===== src/hdl/sld_pkg.sv =====
// ----------------------------------------------------------------------------
// sld_pkg
// Shared types, register codes and the CRC-16/CCITT byte update for the
// sync/length/CRC16 deframer.
// ----------------------------------------------------------------------------
package sld_pkg;

   typedef enum logic [3:0] {
      PH_SYNC1   = 4'd0,
      PH_SYNC2   = 4'd1,
      PH_ADDR    = 4'd2,
      PH_CMD     = 4'd3,
      PH_LENH    = 4'd4,
      PH_LENL    = 4'd5,
      PH_PAYLOAD = 4'd6,
      PH_CRCH    = 4'd7,
      PH_CRCL    = 4'd8
   } phase_type;

   typedef enum logic [1:0] {
      KIND_PAYLOAD = 2'd0,
      KIND_ACCEPT  = 2'd1,
      KIND_REJECT  = 2'd2
   } kind_type;

   localparam int CSR_ADDR_BITS = 4;
   localparam int CSR_DATA_BITS = 32;

   typedef enum logic [1:0] {
      REG_SYNC_FIRST  = 2'd0,
      REG_SYNC_SECOND = 2'd1,
      REG_MAX_LEN     = 2'd2
   } reg_index_type;

   localparam logic [7:0]  SYNC_FIRST_RESET  = 8'hAA;
   localparam logic [7:0]  SYNC_SECOND_RESET = 8'h55;
   localparam logic [15:0] MAX_LEN_RESET     = 16'd1024;

   localparam logic [15:0] CRC_INIT = 16'hFFFF;
   localparam logic [15:0] CRC_POLY = 16'h1021;

   typedef struct packed {
      logic [7:0]  sync_first;
      logic [7:0]  sync_second;
      logic [15:0] max_payload_len;
   } cfg_type;

   // MSB-first CRC update over one byte
   function automatic logic [15:0] crc16_byte(input logic [15:0] crc, input logic [7:0] data);
      logic [15:0] c;
      c = crc ^ {data, 8'h00};
      for (int i = 0; i < 8; i++) begin
         if (c[15]) begin
            c = {c[14:0], 1'b0} ^ CRC_POLY;
         end else begin
            c = {c[14:0], 1'b0};
         end
      end
      return c;
   endfunction

endpackage


===== src/hdl/sld_stream_if.sv =====
// ----------------------------------------------------------------------------
// sld_stream_if
// Valid/ready channels of the deframer: received bytes in, results out.
// ----------------------------------------------------------------------------
interface sld_req_if;
   logic       valid;
   logic       ready;
   logic [7:0] rx_byte;

   modport source (output valid, output rx_byte, input ready);
   modport sink   (input valid, input rx_byte, output ready);
   modport mon    (input valid, input rx_byte, input ready);
endinterface

interface sld_rsp_if;
   logic        valid;
   logic        ready;
   logic [1:0]  result_kind;
   logic [7:0]  dest_addr;
   logic [7:0]  command;
   logic [15:0] frame_length;
   logic [15:0] byte_index;
   logic [7:0]  data_byte;
   logic [31:0] fail_count;

   modport source (output valid, output result_kind, output dest_addr, output command,
                   output frame_length, output byte_index, output data_byte,
                   output fail_count, input ready);
   modport sink   (input valid, input result_kind, input dest_addr, input command,
                   input frame_length, input byte_index, input data_byte,
                   input fail_count, output ready);
   modport mon    (input valid, input result_kind, input dest_addr, input command,
                   input frame_length, input byte_index, input data_byte,
                   input fail_count, input ready);
endinterface


===== src/hdl/sld_csr.sv =====
// ----------------------------------------------------------------------------
// sld_csr
// APB-style register file: sync bytes and payload length limit.
// ----------------------------------------------------------------------------
module sld_csr (
   input  logic                                clock,
   input  logic                                reset,
   input  logic                                psel,
   input  logic                                penable,
   input  logic                                pwrite,
   input  logic [sld_pkg::CSR_ADDR_BITS-1:0]   paddr,
   input  logic [sld_pkg::CSR_DATA_BITS-1:0]   pwdata,
   output logic [sld_pkg::CSR_DATA_BITS-1:0]   prdata,
   output logic                                pready,
   output sld_pkg::cfg_type                    cfg
);

   sld_pkg::cfg_type cfg_ff;
   sld_pkg::cfg_type cfg_in;
   logic             wr_en;

   assign pready = 1'b1;
   assign wr_en  = psel && penable && pwrite && pready;
   assign cfg    = cfg_ff;

   always_comb begin
      cfg_in = cfg_ff;
      if (wr_en) begin
         unique case (paddr[3:2])
            sld_pkg::REG_SYNC_FIRST:  cfg_in.sync_first      = pwdata[7:0];
            sld_pkg::REG_SYNC_SECOND: cfg_in.sync_second     = pwdata[7:0];
            sld_pkg::REG_MAX_LEN:     cfg_in.max_payload_len = pwdata[15:0];
            default:                  cfg_in = cfg_ff;
         endcase
      end
   end

   always_comb begin
      unique case (paddr[3:2])
         sld_pkg::REG_SYNC_FIRST:  prdata = sld_pkg::CSR_DATA_BITS'(cfg_ff.sync_first);
         sld_pkg::REG_SYNC_SECOND: prdata = sld_pkg::CSR_DATA_BITS'(cfg_ff.sync_second);
         sld_pkg::REG_MAX_LEN:     prdata = sld_pkg::CSR_DATA_BITS'(cfg_ff.max_payload_len);
         default:                  prdata = '0;
      endcase
   end

   always_ff @(posedge clock) begin
      if (reset) begin
         cfg_ff.sync_first      <= sld_pkg::SYNC_FIRST_RESET;
         cfg_ff.sync_second     <= sld_pkg::SYNC_SECOND_RESET;
         cfg_ff.max_payload_len <= sld_pkg::MAX_LEN_RESET;
      end else begin
         cfg_ff <= cfg_in;
      end
   end

endmodule


===== src/hdl/sync_length_crc16_deframer.sv =====
// ----------------------------------------------------------------------------
// sync_length_crc16_deframer
// Hunts for a sync pair, parses address/command/length, streams payload
// bytes out tentatively and gives each in-limit frame a CRC-16 verdict.
// ----------------------------------------------------------------------------
// Pipeline: an accepted byte moves through the input register, then the
//   result register; the CRC byte update and the phase step sit between.
// Throughput: one byte per cycle while the result channel is not stalled
//   (a held result word blocks the input register).
// Reset: synchronous; returns to sync hunting, clears the failure tally and
//   restores the register defaults.
module sync_length_crc16_deframer #(
   parameter int LENGTH_BITS = 16
) (
   input  logic                               clock,
   input  logic                               reset,
   sld_req_if.sink                            req,
   sld_rsp_if.source                          rsp,
   input  logic                               csr_psel,
   input  logic                               csr_penable,
   input  logic                               csr_pwrite,
   input  logic [sld_pkg::CSR_ADDR_BITS-1:0]  csr_paddr,
   input  logic [sld_pkg::CSR_DATA_BITS-1:0]  csr_pwdata,
   output logic [sld_pkg::CSR_DATA_BITS-1:0]  csr_prdata,
   output logic                               csr_pready
);

   localparam logic [16:0] LEN_CAP = 17'((17'd1 << LENGTH_BITS) - 17'd1);

   sld_pkg::cfg_type cfg;

   sld_csr u_csr (
      .clock   (clock),
      .reset   (reset),
      .psel    (csr_psel),
      .penable (csr_penable),
      .pwrite  (csr_pwrite),
      .paddr   (csr_paddr),
      .pwdata  (csr_pwdata),
      .prdata  (csr_prdata),
      .pready  (csr_pready),
      .cfg     (cfg)
   );

   // input stage
   logic       in_valid_ff;
   logic [7:0] in_byte_ff;
   logic       advance;

   // parse state
   sld_pkg::phase_type     phase_ff, phase_in;
   logic [7:0]             addr_ff, addr_in;
   logic [7:0]             cmd_ff, cmd_in;
   logic [15:0]            length_ff, length_in;
   logic [LENGTH_BITS-1:0] count_ff, count_in;
   logic [15:0]            crc_ff, crc_in;
   logic [7:0]             check_high_ff, check_high_in;
   logic [31:0]            tally_ff, tally_in;

   // result register
   logic                   out_valid_ff, out_valid_in;
   logic                   out_load;
   sld_pkg::kind_type      out_kind_ff, out_kind_in;
   logic [7:0]             out_addr_ff;
   logic [7:0]             out_cmd_ff;
   logic [15:0]            out_length_ff;
   logic [15:0]            out_index_ff, out_index_in;
   logic [7:0]             out_data_ff, out_data_in;
   logic [31:0]            out_fail_ff;

   logic [7:0]             rx;
   logic [15:0]            length_full;
   logic                   too_long;
   logic                   last_byte;
   logic [15:0]            crc_next;

   assign advance   = in_valid_ff && (!out_valid_ff || rsp.ready);
   assign req.ready = !in_valid_ff || advance;

   assign rx          = in_byte_ff;
   assign length_full = {length_ff[15:8], rx};
   assign too_long    = (length_full > cfg.max_payload_len) || ({1'b0, length_full} > LEN_CAP);
   assign last_byte   = (17'(count_ff) + 17'd1) >= {1'b0, length_ff};
   assign crc_next    = sld_pkg::crc16_byte((phase_ff == sld_pkg::PH_ADDR) ?
                                            sld_pkg::CRC_INIT : crc_ff, rx);

   // next phase
   always_comb begin
      phase_in = phase_ff;
      if (advance) begin
         unique case (phase_ff)
            sld_pkg::PH_SYNC2: begin
               if (rx == cfg.sync_second) begin
                  phase_in = sld_pkg::PH_ADDR;
               end else if (rx == cfg.sync_first) begin
                  phase_in = sld_pkg::PH_SYNC2;
               end else begin
                  phase_in = sld_pkg::PH_SYNC1;
               end
            end
            sld_pkg::PH_ADDR: phase_in = sld_pkg::PH_CMD;
            sld_pkg::PH_CMD:  phase_in = sld_pkg::PH_LENH;
            sld_pkg::PH_LENH: phase_in = sld_pkg::PH_LENL;
            sld_pkg::PH_LENL: begin
               if (too_long) begin
                  phase_in = sld_pkg::PH_SYNC1;
               end else if (length_full == 16'd0) begin
                  phase_in = sld_pkg::PH_CRCH;
               end else begin
                  phase_in = sld_pkg::PH_PAYLOAD;
               end
            end
            sld_pkg::PH_PAYLOAD: begin
               if (last_byte) begin
                  phase_in = sld_pkg::PH_CRCH;
               end
            end
            sld_pkg::PH_CRCH: phase_in = sld_pkg::PH_CRCL;
            sld_pkg::PH_CRCL: phase_in = sld_pkg::PH_SYNC1;
            default: begin
               // hunting, and any unused code
               if (rx == cfg.sync_first) begin
                  phase_in = sld_pkg::PH_SYNC2;
               end else begin
                  phase_in = sld_pkg::PH_SYNC1;
               end
            end
         endcase
      end
   end

   // datapath and result
   always_comb begin
      addr_in       = addr_ff;
      cmd_in        = cmd_ff;
      length_in     = length_ff;
      count_in      = count_ff;
      crc_in        = crc_ff;
      check_high_in = check_high_ff;
      tally_in      = tally_ff;
      out_load      = 1'b0;
      out_kind_in   = sld_pkg::KIND_PAYLOAD;
      out_index_in  = length_ff;
      out_data_in   = 8'd0;
      if (advance) begin
         unique case (phase_ff)
            sld_pkg::PH_ADDR: begin
               addr_in = rx;
               crc_in  = crc_next;
            end
            sld_pkg::PH_CMD: begin
               cmd_in = rx;
               crc_in = crc_next;
            end
            sld_pkg::PH_LENH: begin
               length_in = {rx, 8'h00};
               crc_in    = crc_next;
            end
            sld_pkg::PH_LENL: begin
               length_in = length_full;
               crc_in    = crc_next;
               count_in  = '0;
            end
            sld_pkg::PH_PAYLOAD: begin
               crc_in       = crc_next;
               count_in     = count_ff + 1'b1;
               out_load     = 1'b1;
               out_kind_in  = sld_pkg::KIND_PAYLOAD;
               out_index_in = 16'(count_ff);
               out_data_in  = rx;
            end
            sld_pkg::PH_CRCH: begin
               check_high_in = rx;
            end
            sld_pkg::PH_CRCL: begin
               out_load    = 1'b1;
               out_kind_in = sld_pkg::KIND_ACCEPT;
               if ({check_high_ff, rx} != crc_ff) begin
                  tally_in    = tally_ff + 32'd1;
                  out_kind_in = sld_pkg::KIND_REJECT;
               end
            end
            default: begin
               out_load = 1'b0;
            end
         endcase
      end
   end

   always_comb begin
      if (out_load) begin
         out_valid_in = 1'b1;
      end else if (rsp.ready) begin
         out_valid_in = 1'b0;
      end else begin
         out_valid_in = out_valid_ff;
      end
   end

   always_ff @(posedge clock) begin
      if (reset) begin
         in_valid_ff   <= 1'b0;
         out_valid_ff  <= 1'b0;
         phase_ff      <= sld_pkg::PH_SYNC1;
         addr_ff       <= '0;
         cmd_ff        <= '0;
         length_ff     <= '0;
         count_ff      <= '0;
         crc_ff        <= '0;
         check_high_ff <= '0;
         tally_ff      <= '0;
      end else begin
         if (req.ready) begin
            in_valid_ff <= req.valid;
         end
         out_valid_ff  <= out_valid_in;
         phase_ff      <= phase_in;
         addr_ff       <= addr_in;
         cmd_ff        <= cmd_in;
         length_ff     <= length_in;
         count_ff      <= count_in;
         crc_ff        <= crc_in;
         check_high_ff <= check_high_in;
         tally_ff      <= tally_in;
      end
   end

   // payload registers: load only, no reset
   always_ff @(posedge clock) begin
      if (req.valid && req.ready) begin
         in_byte_ff <= req.rx_byte;
      end
      if (out_load) begin
         out_kind_ff   <= out_kind_in;
         out_addr_ff   <= addr_ff;
         out_cmd_ff    <= cmd_ff;
         out_length_ff <= length_ff;
         out_index_ff  <= out_index_in;
         out_data_ff   <= out_data_in;
         out_fail_ff   <= tally_in;
      end
   end

   assign rsp.valid        = out_valid_ff;
   assign rsp.result_kind  = out_kind_ff;
   assign rsp.dest_addr    = out_addr_ff;
   assign rsp.command      = out_cmd_ff;
   assign rsp.frame_length = out_length_ff;
   assign rsp.byte_index   = out_index_ff;
   assign rsp.data_byte    = out_data_ff;
   assign rsp.fail_count   = out_fail_ff;

endmodule


===== src/flat_wrapper.sv =====
// flat-port wrapper written by rule: the top's interface ports become plain ports
module sync_length_crc16_deframer_flat 
#(
   parameter int LENGTH_BITS = 16
)
  (clock, reset, csr_psel, csr_penable, csr_pwrite, csr_paddr, csr_pwdata, csr_prdata, csr_pready, req_valid, req_rx_byte, req_ready, rsp_valid, rsp_result_kind, rsp_dest_addr, rsp_command, rsp_frame_length, rsp_byte_index, rsp_data_byte, rsp_fail_count, rsp_ready);
  sld_req_if req_i ();
  sld_rsp_if rsp_i ();
  input  logic clock;
  input  logic reset;
  input  logic csr_psel;
  input  logic csr_penable;
  input  logic csr_pwrite;
  input  logic [sld_pkg::CSR_ADDR_BITS-1:0] csr_paddr;
  input  logic [sld_pkg::CSR_DATA_BITS-1:0] csr_pwdata;
  output logic [sld_pkg::CSR_DATA_BITS-1:0] csr_prdata;
  output logic csr_pready;
  input wire logic [$bits(req_i.valid)-1:0] req_valid;
  input wire logic [$bits(req_i.rx_byte)-1:0] req_rx_byte;
  output wire logic [$bits(req_i.ready)-1:0] req_ready;
  output wire logic [$bits(rsp_i.valid)-1:0] rsp_valid;
  output wire logic [$bits(rsp_i.result_kind)-1:0] rsp_result_kind;
  output wire logic [$bits(rsp_i.dest_addr)-1:0] rsp_dest_addr;
  output wire logic [$bits(rsp_i.command)-1:0] rsp_command;
  output wire logic [$bits(rsp_i.frame_length)-1:0] rsp_frame_length;
  output wire logic [$bits(rsp_i.byte_index)-1:0] rsp_byte_index;
  output wire logic [$bits(rsp_i.data_byte)-1:0] rsp_data_byte;
  output wire logic [$bits(rsp_i.fail_count)-1:0] rsp_fail_count;
  input wire logic [$bits(rsp_i.ready)-1:0] rsp_ready;
  assign req_i.valid = req_valid;
  assign req_i.rx_byte = req_rx_byte;
  assign req_ready = req_i.ready;
  assign rsp_valid = rsp_i.valid;
  assign rsp_result_kind = rsp_i.result_kind;
  assign rsp_dest_addr = rsp_i.dest_addr;
  assign rsp_command = rsp_i.command;
  assign rsp_frame_length = rsp_i.frame_length;
  assign rsp_byte_index = rsp_i.byte_index;
  assign rsp_data_byte = rsp_i.data_byte;
  assign rsp_fail_count = rsp_i.fail_count;
  assign rsp_i.ready = rsp_ready;
  sync_length_crc16_deframer #(.LENGTH_BITS(LENGTH_BITS)) u_core (.clock(clock), .reset(reset), .req(req_i), .rsp(rsp_i), .csr_psel(csr_psel), .csr_penable(csr_penable), .csr_pwrite(csr_pwrite), .csr_paddr(csr_paddr), .csr_pwdata(csr_pwdata), .csr_prdata(csr_prdata), .csr_pready(csr_pready));
endmodule

===== config.mk =====
export PLATFORM = sky130hd
export DESIGN_NAME = sync_length_crc16_deframer_flat
export DESIGN_NICKNAME = d
export VERILOG_FILES = /design/src/hdl/sld_pkg.sv /design/src/hdl/sld_stream_if.sv /design/src/hdl/sld_csr.sv /design/src/hdl/sync_length_crc16_deframer.sv /design/src/flat_wrapper.sv
export SDC_FILE = /design/constraint.sdc
export NUM_CORES = 1
export LEC_CHECK = 0
export BUFFER_PORTS_ARGS = -buffer_cell sky130_fd_sc_hd__buf_4
export CELL_PAD_IN_SITES_DETAIL_PLACEMENT = 0
export CELL_PAD_IN_SITES_GLOBAL_PLACEMENT = 1
export CORE_ASPECT_RATIO = 1.75
export CORE_MARGIN = 1.5
export CORE_UTILIZATION = 38
export DETAILED_ROUTE_END_ITERATION = 6
export PLACE_DENSITY_LB_ADDON = 0.1
export SETUP_SLACK_MARGIN = 0.3
export SYNTH_ARGS = -nofsm -noshare
export SYNTH_HDL_FRONTEND = slang
export SYNTH_SLANG_ARGS = --single-unit
export TNS_END_PERCENT = 10

===== constraint.sdc =====
create_clock -name clock -period 11.15 [get_ports clock]
set_input_delay 1.6725 -clock clock [delete_from_list [all_inputs] [get_ports clock]]
set_output_delay 1.6725 -clock clock [all_outputs]
set_load 0.02 [all_outputs]

==> summary.txt, run 1 <==
Global routing
  – Wire length of the first global-routing pass: between 40000 and 50000 um
  – Antenna violations before repair: 0
  – Global-route total usage across every layer: 0.179
  – Aggregate global routing overflow: 0
  – Maximum number of pins on one net before global-route repair: slightly below 80
  – Number of global-route vias before repair: roughly 7900

Setup path
  – Sort of element at the start of the critical path: primary input
  – Buffer and inverter count on the worst path: 2
  – Critical Setup Path Class: primary input to register
  – CP endpoint kind: register
  – Largest driver fanout on the critical path: 60
  – Cell family contributing the most delay on the critical path: simple AND/OR/NAND/NOR gates
  – Slowest stage delay, CP: about 0.78 ns
  – Ordered list of cells on the worst path: buf_4, nand2b_2, and2_1, nand2_1, nand2_4, buf_4
  – Max stage delay cell, worst path: nand2_1
  – CP Data Required Time: between 10 and 15 ns
  – Most used cell along the critical path: buf_4
  – CP Data Arrival Time: around 4.7 ns

Synthesis
  – Cell count after synthesis: ~1100
  – Yosys cell types: 62
  – Mean post-synth cell area: 10.1 sq um
  – Commonest cells in the synthesized netlist: dfxtp_1, nand2_1, nor2_1, edfxtp_1, xnor2_1
  – Cell with the most instances after synthesis: dfxtp_1
  – Summed instance area of the synthesized netlist: between 0.01 and 0.015 sq mm
  – Cell accounting for the most synthesized area: edfxtp_1
  – Top-area cell type share of the netlist area: 0.259
  – Top_reg_cell synth: dfxtp_1
  – Proportion of synthesized chip area in sequential cells: 0.509
  – Proportion of synthesized flip-flops having asynchronous set or reset: 0
  – Yosys warnings: 0
  – Top post-synthesis cells by area: edfxtp_1, dfxtp_1, xnor2_1
  – Number of enable-type register cells in the synthesized netlist: slightly below 100
  – Flip-flop and latch count after synthesis: 240

Floorplanning
  – Effective utilization at floorplan: 0.387
  – Core area: about 0.029 sq mm
  – Die X: 134 um
  – Number of placement rows: 83
  – Total die area: around 0.031 sq mm
  – Die Span Y: ~230 um
  – Number of top-level pins: 176

Route
  – Number of nets with antenna violations after detailed routing: 0
  – Wire length after detailed routing: approximately 28000 um
  – Routed wire length per instance: between 15 and 20 um
  – Routed vias/inst: between 4 and 5
  – DRC violation total after the first TritonRoute iteration: about 290
  – Count of vias placed by the detailed router: approximately 8100
  – DRC violations left: 0
  – Initial DRT Pass Iterations: 5

STA
  – Ratio of final minimum period to clock period: 0.402
  – Setup Skew: approximately 0.02 ns
  – Max-slew headroom at the worst pin: 0.292
  – Setup repair after global routing missed its margin: false
  – Final number of max-transition violations: 0
  – Slew @ Worst Pin: between 1 and 1.5 ns
  – Clock period minus final worst setup slack: roughly 4.5 ns
  – Final count of hold timing violations: 0
  – Highest clock frequency the design can meet: between 200 and 250 MHz
  – Final sum of negative setup slack: 0 ns
  – Final count of negative-setup-slack endpoints: 0

Placed design
  – Final weighted congestion in routability-driven placement: between 0.7 and 0.8
  – Buffers on Ports: between 100 and 150
  – Placement-stage cell area: roughly 0.013 sq mm
  – Post-DP HPWL: just under 20000 um
  – Placed cell count: approximately 1600

Power
  – Power density normalized to cell area: ~140 mW/mm^2
  – Leakage power summed over all cells: between 5 and 6 nW
  – Maximum VDD drop: approximately 0.00012 V

CTS
  – Clock-pin transition on the worst setup and hold timing paths: around 0.060 ns
  – Sinks on Clock Net: 240
  – Clock root buffer: clkbuf_16
  – Htree depth: 1
  – TritonCTS clock tree: yes
  – Setup Buffers After CTS: 0
  – Number of buffers inserted by hold repair at cts: 0
  – Post_cts resized: 0
  – Clk buf depth: 3
  – Clock insertion delay at the later pin of the skew report: between 0.5 and 0.6 ns
  – Inserted Clock Buffers: 25

Layout
  – Post-Layout Cell Count: 1642
  – Relative area change from synthesis to final layout: 18.5%
  – Layout cells sized above 1: 0.171
  – Antenna diode count: 0
  – Net count, final: roughly 1300
  – Final Cell Area: between 0.01 and 0.015 sq mm

Job
  – Maximum Capacitance Violations: 0

Hold path
  – Class of the tightest hold or removal check: register to register

Run status
  – Outcome: finished clean
## layout make-up
| class | count | area [sq um] |
|---|---|---|
| clock inverter | 11 | 123 |
| inverter | 39 | 146 |
| fill | 2867 | 15900 |
| clock buffer | 35 | 684 |
| tap | 382 | 478 |
| multi-input combinational | 781 | 5090 |
| timing repair buffer | 154 | 1160 |
| sequential | 240 | 5790 |
## kinds of logic (layout without fill, tap and decap cells)
group | Yosys count | in the layout | share of synthesized area
compound gates | 154 | 154 | 0.0764
buf+inv | 118 | 239 | 0.0490
fa+ha+maj | 34 | 34 | 0.0374
other cells | 2 | 17 | 0.000661
simple gates | 411 | 411 | 0.190
flops | 240 | 240 | 0.509
xor+xnor | 104 | 104 | 0.0828
mux | 61 | 61 | 0.0547
## sequential cells by signal (all words and copies together), names as in the netlist, 16 cells and up
| signal | cells |
|---|---|
| u_core.rsp.byte_index | 16 |
| u_core.rsp.fail_count | 32 |
| u_core.crc_ff | 16 |
| u_core.u_csr.cfg | 32 |
| u_core.tally_ff | 32 |
| u_core.count_ff | 16 |
| u_core.rsp.frame_length | 16 |
| u_core.length_ff | 16 |
## stage by stage
| stage | setup WS, ns | utilization | hold slack [ns] | total power, mW |
|---|---|---|---|---|
| floorplan | 6.14 | - | 0.408 | 1.05 |
| global placement | 6.10 | 0.431 | 0.413 | 1.08 |
| detailed placement | 6.07 | 0.431 | 0.417 | 1.08 |
| CTS | 6.63 | 0.458 | 0.432 | 1.92 |
| global route | 6.39 | 0.458 | 0.442 | 1.97 |
| finish | 6.66 | 0.458 | 0.430 | 1.90 |
## final timing paths
kind,start,end,slack (ns),cells past startpoint
hold / removal,u_core.cmd_ff[1],u_core.rsp.command[1],0.43,0
setup reg to reg,u_core.phase_ff[2],u_core.rsp.dest_addr[5],7.13,5
setup / recovery,rsp_ready,u_core.rsp.dest_addr[5],6.66,6
hold reg to reg,u_core.cmd_ff[1],u_core.rsp.command[1],0.43,0
## placed cells by master, fill, tap and decap left out, types with 28 or more instances in the layout
master    count
a21oi_1      71
edfxtp_1     98
buf_4       154
nor2b_1      44
xor2_1       28
nor2_1      106
ha_1         34
mux2i_1      52
dfxtp_1     142
nand3_1      32
xnor2_1      72
inv_1        38
nand2_1     107
o21ai_0      49
## layer usage
metal | routed length [um] | track usage | vias up
met4 | 759 | 0.0625 | 0
li1 | - | - | 4081
met1 | 10600 | 0.196 | 3818
met2 | 15400 | 0.350 | 171
met5 | 0 | 0 | -
met3 | 1010 | 0.0205 | 43
## power by group
group	internal, mW	switching, mW	total [mW]
sequential	0.917	0.0177	0.935
combinational	0.0537	0.0731	0.127
clock	0.479	0.354	0.833
total	1.45	0.445	1.90
No activity file was read; power rests on OpenSTA's default activity.
==> run 2, diff against run 1 <==
--- a/config.mk
+++ b/config.mk
@@ -5,6 +5,7 @@
 export SDC_FILE = /design/constraint.sdc
 export NUM_CORES = 1
 export LEC_CHECK = 0
+export ABC_AREA = 1
 export BUFFER_PORTS_ARGS = -buffer_cell sky130_fd_sc_hd__buf_4
 export CELL_PAD_IN_SITES_DETAIL_PLACEMENT = 0
 export CELL_PAD_IN_SITES_GLOBAL_PLACEMENT = 1
==> constraint.sdc (replaced) <==
create_clock -name clock -period 3.9 [get_ports clock]
set_input_delay 0.585 -clock clock [delete_from_list [all_inputs] [get_ports clock]]
set_output_delay 0.585 -clock clock [all_outputs]
set_load 0.02 [all_outputs]
==> run 2 against run 1 <==
Compared with the run above: cell count up 16%; die area is 0.95% higher; clock power rose to 2.8 times the previous value; routed wire length up 13%; largest cell class unchanged.
==> summary.txt, run 2 <==
Route
  – Count of vias placed by the detailed router: slightly above 9000
  – DRC violation total after the first TritonRoute iteration: about 470
  – DRC violations left: 0
  – Wire length after detailed routing: roughly 31000 um
  – Metal3 WL: 1160 um
  – Number of nets with antenna violations after detailed routing: 0
  – Topmost layer with routed signal wires: met4
  – Initial DRT Pass Iterations: 5
  – WL met2: 16800 um
  – Routed vias/inst: around 4.8
  – Wire length on met1: ~12000 um
  – Routed wire length per instance: ~16 um

Synthesis
  – Yosys cell types: 41
  – Commonest cells in the synthesized netlist: nand2_1, inv_1, dfxtp_1, nor2_1, a21oi_1
  – Cell count after synthesis: 1371
  – Top_reg_cell synth: dfxtp_1
  – Proportion of synthesized chip area in sequential cells: 0.504
  – Yosys warnings: 0
  – Flip-flop and latch count after synthesis: 240
  – Cell accounting for the most synthesized area: edfxtp_1
  – Proportion of synthesized flip-flops having asynchronous set or reset: 0
  – Mean post-synth cell area: around 8.4 sq um
  – Cell with the most instances after synthesis: nand2_1
  – Top post-synthesis cells by area: edfxtp_1, dfxtp_1, nand2_1
  – Number of enable-type register cells in the synthesized netlist: 98
  – Summed instance area of the synthesized netlist: between 0.01 and 0.015 sq mm
  – Top-area cell type share of the netlist area: 0.256

Placed design
  – Final weighted congestion in routability-driven placement: 0.884
  – Post-DP HPWL: 23200 um
  – Buffers on Ports: 140

Setup path
  – Buffer and inverter count on the worst path: 1
  – Max stage delay cell, worst path: dfxtp_1
  – CP Data Required Time: around 4.3 ns
  – Slowest stage delay, CP: 0.44 ns
  – Cell family contributing the most delay on the critical path: simple AND/OR/NAND/NOR gates
  – Critical Setup Path Class: register to register
  – Most used cell along the critical path: nand2_1
  – Sort of element at the start of the critical path: register
  – Largest driver fanout on the critical path: 6
  – CP Data Arrival Time: 3.49 ns
  – Ordered list of cells on the worst path: nand2_1, nor2_1, nand3_1, and3b_1, nand2_1, nor2_2, nand2_1, nand2_1, nand2_1, ha_1, nand4_1, nor4_1, nand2_1, nand4_1, nand2_1, o21ai_0, inv_1
  – Logic depth of the worst setup path including buffers: 17
  – CP endpoint kind: register
  – Register-to-Register Path Depth: 17

CTS
  – Clk buf depth: 3
  – Clock root buffer: clkbuf_16
  – Sinks on Clock Net: 240
  – Post_cts resized: 0
  – TritonCTS clock tree: yes
  – Number of buffers inserted by hold repair at cts: 0
  – Inserted Clock Buffers: 24
  – Setup Buffers After CTS: 0
  – Clock-pin transition on the worst setup and hold timing paths: 0.06 ns
  – Clock insertion delay at the later pin of the skew report: 0.54 ns
  – Htree depth: 1

Global routing
  – Wire length of the first global-routing pass: 47800 um
  – Number of global-route vias before repair: between 8000 and 9000
  – Maximum number of pins on one net before global-route repair: between 70 and 80
  – Aggregate global routing overflow: 0
  – Antenna violations before repair: 0
  – Global-route total usage across every layer: 0.199

Layout
  – Antenna diode count: 0
  – Net count, final: 1589
  – Layout cells sized above 1: 0.148
  – Filler cells: 3031
  – Most common library cell in the layout ignoring fill and taps: nand2_1
  – Relative area change from synthesis to final layout: 19.1%
  – Commonest cells after routing, fill and taps aside: nand2_1, buf_4, inv_1, dfxtp_1, nor2_1

STA
  – Final count of hold timing violations: 0
  – Max-slew headroom at the worst pin: 0.394
  – Clock period minus final worst setup slack: ~3.1 ns
  – Final count of negative-setup-slack endpoints: 0
  – Setup Skew: approximately 0.015 ns
  – Setup repair after global routing missed its margin: false
  – Fin Hold WS: between 0.2 and 0.25 ns
  – Slew @ Worst Pin: a little over 0.9 ns
  – Ratio of final minimum period to clock period: 0.785
  – Final number of max-transition violations: 0
  – Highest clock frequency the design can meet: 327 MHz
  – Final sum of negative setup slack: 0 ns

Floorplanning
  – Number of top-level pins: 176
  – Number of placement rows: between 80 and 90
  – Core area: around 0.030 sq mm
  – Effective utilization at floorplan: 0.384
  – Total die area: approximately 0.031 sq mm
  – Die Span Y: 233 um
  – Die X: between 100 and 150 um

Power
  – Power density normalized to cell area: 395 mW/mm^2
  – Leakage power summed over all cells: roughly 6 nW
  – Maximum VDD drop: 0.000284 V

Job
  – Maximum Capacitance Violations: 0

Hold path
  – Class of the tightest hold or removal check: primary input to register
  – Hold path depth: 1

Run status
  – Outcome: finished clean
run 2: worst reg2reg max path, cell delays in order, from the launching register on:
cell and delay (ns):
dfxtp_1 0.44, nand2_1 0.08, nor2_1 0.14, nand3_1 0.13, and3b_1 0.27, nand2_1 0.10, nor2_2 0.22, nand2_1 0.09
nand2_1 0.06, nand2_1 0.07, ha_1 0.35, nand4_1 0.12, nor4_1 0.31, nand2_1 0.08, nand4_1 0.11, nand2_1 0.14
o21ai_0 0.20, inv_1 0.05
run 2: cell type report:
class	count	area (sq um)	area share
inverter	158	593	0.0434
sequential	240	5790	0.423
tap	387	484	0.0354
clock inverter	16	140	0.0103
timing repair buffer	154	1180	0.0864
clock buffer	28	647	0.0473
multi-input combinational	926	4840	0.354
run 2: path summary, 6_finish.rpt:
| kind | slack (ns) | to | from |
|---|---|---|---|
| setup reg to reg | 0.84 | u_core.phase_ff[1] | u_core.count_ff[2] |
| setup / recovery | 0.84 | u_core.phase_ff[1] | u_core.count_ff[2] |
| hold reg to reg | 0.43 | u_core.rsp.command[3] | u_core.cmd_ff[3] |
| hold / removal | 0.22 | u_core.in_byte_ff[7] | req_rx_byte[7] |
run 2: report_power, final:
part	internal, mW	total [mW]	switching (mW)
registers	2.63	2.66	0.0347
logic	0.142	0.400	0.258
clock network	1.33	2.33	1.01
total	4.10	5.40	1.30
run 2: kinds of logic (layout without fill, tap and decap cells):
kind of cell    Yosys count  in the layout  synth area share
xor+xnor                 76             76            0.0600
flops                   240            240             0.504
fa+ha+maj                34             34            0.0371
simple gates            559            559             0.209
compound gates          240            240             0.109
buf+inv                 220            356            0.0800
other cells               2             17          0.000654
run 2: stage by stage:
stage                     utilization  power (mW)  setup WS [ns]  cell area (sq um)  std cells
after floorplan                     -        3.00          0.997              11500       1386
after global placement          0.432        3.12          0.861              12900       1865
after detailed placement        0.432        3.12          0.832              12900       1865
after CTS                       0.458        5.47          0.812              13700       1909
after global routing            0.458        5.61          0.387              13700       1909
final                           0.458        5.40          0.838              13700       1909
run 2: metal layers:
layer | global-route usage | vias to the layer above
met1 | 0.215 | 4192
li1 | - | 4726
met3 | 0.0257 | 59
met2 | 0.381 | 201
met5 | 0 | -
met4 | 0.0901 | 0
==> run 3, diff against run 2 <==
--- a/config.mk
+++ b/config.mk
@@ -5,7 +5,7 @@
 export SDC_FILE = /design/constraint.sdc
 export NUM_CORES = 1
 export LEC_CHECK = 0
-export ABC_AREA = 1
+export ABC_AREA = 0
 export BUFFER_PORTS_ARGS = -buffer_cell sky130_fd_sc_hd__buf_4
 export CELL_PAD_IN_SITES_DETAIL_PLACEMENT = 0
 export CELL_PAD_IN_SITES_GLOBAL_PLACEMENT = 1
==> constraint.sdc (replaced) <==
create_clock -name clock -period 2.55 [get_ports clock]
set_input_delay 0.3825 -clock clock [delete_from_list [all_inputs] [get_ports clock]]
set_output_delay 0.3825 -clock clock [all_outputs]
set_load 0.02 [all_outputs]
==> run 3 against run 2 <==
Compared with the run above: first-iteration DRC count decreased by 25%; sequential share of layout area decreased by 1.9 points; worst hold slack got worse by 0.20 ns; critical path depth decreased by 5; setup slack got worse by 0.74 ns; routed wire length decreased by 6.6%; core utilization increased by 3.2 points; cell count decreased by 10%; combinational power increased by 69%; largest power group unchanged.
==> summary.txt, run 3 (synthesis gave the netlist of run 1 again) <==
Setup path
  – Max stage delay cell, worst path: dfxtp_4
  – Sort of element at the start of the critical path: register
  – CP endpoint kind: register
  – Most used cell along the critical path: nand3_2
  – CP Data Arrival Time: 2.88 ns
  – Critical Setup Path Class: register to register
  – Largest driver fanout on the critical path: 6
  – Ordered list of cells on the worst path: ha_4, and4_4, nor2b_4, nand2_2, xnor2_1, ha_1, nand3_2, nor2_1, a211o_1, nand3_2, a31oi_4, o22a_1
  – CP Data Required Time: 2.97 ns
  – Slowest stage delay, CP: 0.37 ns

Global routing
  – Aggregate global routing overflow: 0
  – Global-route total usage across every layer: 0.185
  – Antenna violations before repair: 0
  – Maximum number of pins on one net before global-route repair: a little under 70
  – Number of global-route vias before repair: 8262
  – Wire length of the first global-routing pass: approximately 45000 um

STA
  – Final number of max-transition violations: 0
  – Fin Hold WS: 0.0268 ns
  – Final count of hold timing violations: 0
  – Final count of negative-setup-slack endpoints: 0
  – Ratio of final minimum period to clock period: 0.963
  – Highest clock frequency the design can meet: roughly 410 MHz
  – Max-slew headroom at the worst pin: 0.439
  – Setup repair after global routing missed its margin: true
  – Setup Skew: ~0.012 ns
  – Crit path setup slack, layout: approximately 0.095 ns
  – Clock period minus final worst setup slack: ~2.5 ns
  – Slew @ Worst Pin: around 0.84 ns

CTS
  – Clock-pin transition on the worst setup and hold timing paths: approximately 0.070 ns
  – Clock root buffer: clkbuf_16
  – TritonCTS clock tree: yes
  – Number of buffers inserted by hold repair at cts: 0
  – Clk buf depth: 3
  – Htree depth: 1
  – Clock insertion delay at the later pin of the skew report: about 0.53 ns
  – Inserted Clock Buffers: 24
  – Sinks on Clock Net: 240

Route
  – Initial DRT Pass Iterations: 4
  – Routed wire length per instance: between 15 and 20 um
  – Wire length after detailed routing: about 29000 um
  – Count of vias placed by the detailed router: about 8400
  – Routed vias/inst: about 4.9
  – Number of nets with antenna violations after detailed routing: 0
  – DRC violations left: 0
  – DRC violation total after the first TritonRoute iteration: between 300 and 400

Run status
  – Outcome: finished clean

Layout
  – Final cell utilization of the core: 0.489
  – Layout cells sized above 1: 0.260
  – Commonest cells after routing, fill and taps aside: buf_4, dfxtp_1, nor2_1, nand2_1, edfxtp_1
  – Antenna diode count: 0
  – Relative area change from synthesis to final layout: 26.6%
  – Final Cell Area: ~0.014 sq mm
  – Post-Layout Cell Count: roughly 1700
  – Most common library cell in the layout ignoring fill and taps: buf_4
  – Net count, final: around 1400

Floorplanning
  – Effective utilization at floorplan: 0.387
  – Core area: roughly 0.029 sq mm
  – Die Span Y: 232 um
  – Total die area: just over 0.03 sq mm
  – Die X: about 130 um
  – Number of top-level pins: 176
  – Number of placement rows: 83

Power
  – Maximum VDD drop: roughly 0.00045 V
  – Leakage power summed over all cells: 5.83 nW
  – Power density normalized to cell area: between 500 and 600 mW/mm^2

Placed design
  – Placed cell count: ~1700
  – Post-Place Worst Slack: -0.0362 ns
  – Final weighted congestion in routability-driven placement: 0.800
  – Placement-stage cell area: around 0.013 sq mm
  – Post-DP HPWL: between 20000 and 25000 um
  – Buffers on Ports: 140

Job
  – Maximum Capacitance Violations: 0

Hold path
  – Class of the tightest hold or removal check: primary input to register
## run 3: path summary, 6_finish.rpt
kind | startpoint | to | slack, ns | cells after the start
hold / removal | req_rx_byte[0] | u_core.in_byte_ff[0] | 0.03 | 1
setup reg to reg | u_core.count_ff[0] | u_core.phase_ff[0] | 0.1 | 12
hold reg to reg | u_core.cmd_ff[2] | u_core.rsp.command[2] | 0.44 | 0
setup / recovery | u_core.count_ff[0] | u_core.phase_ff[0] | 0.1 | 12
## run 3: timing repair
item                                   in CTS  in global routing
pin swaps                                  10                 11
gates resized for setup                     9                 36
endpoints found under the hold margin       0                  0
buffers inserted                            6                 11
setup endpoints to repair                  17                117
## run 3: per-stage QoR
| step | TNS, ns | power, mW |
|---|---|---|
| 3_3_place_gp | -0.0493 | 4.77 |
| 4_1_cts | 0 | 8.39 |
| 6_report | 0 | 8.32 |
| 3_5_place_dp | -0.0362 | 4.77 |
| 2_1_floorplan | 0 | 4.57 |
| 5_1_grt | -0.00579 | 8.62 |
## run 3: critical path: cells and delay by family, from the launching register on
family / cells / cell delay [ns]
AND/OR/NAND/NOR: 6 / 0.78
AO/OA/AOI/OAI: 3 / 0.62
adder cells (fa/ha/maj): 2 / 0.46
flip-flops: 1 / 0.37
XOR/XNOR: 1 / 0.13
## run 3: power by group
group	switching, mW	internal, mW	total [mW]
sequential	0.0419	4.01	4.05
combinational	0.388	0.288	0.676
clock	1.52	2.08	3.60
## run 3: final cells by class
| class | count | area (sq um) |
|---|---|---|
| clock inverters | 13 | 120 |
| well taps | 382 | 478 |
| fillers | 2827 | 15000 |
| multi-input cells | 781 | 5330 |
| repair buffers | 233 | 1820 |
| inverters | 39 | 146 |
| flip-flops and latches | 240 | 5810 |
| clock buffers | 31 | 678 |
## run 3: per-layer routing
layer | routed length [um] | up-vias | global-route usage
li1 | - | 4248 | -
met1 | 11200 | 3959 | 0.197
met2 | 16500 | 136 | 0.367
met3 | 862 | 42 | 0.0236
met4 | 691 | 0 | 0.0611
met5 | 0 | - | 0
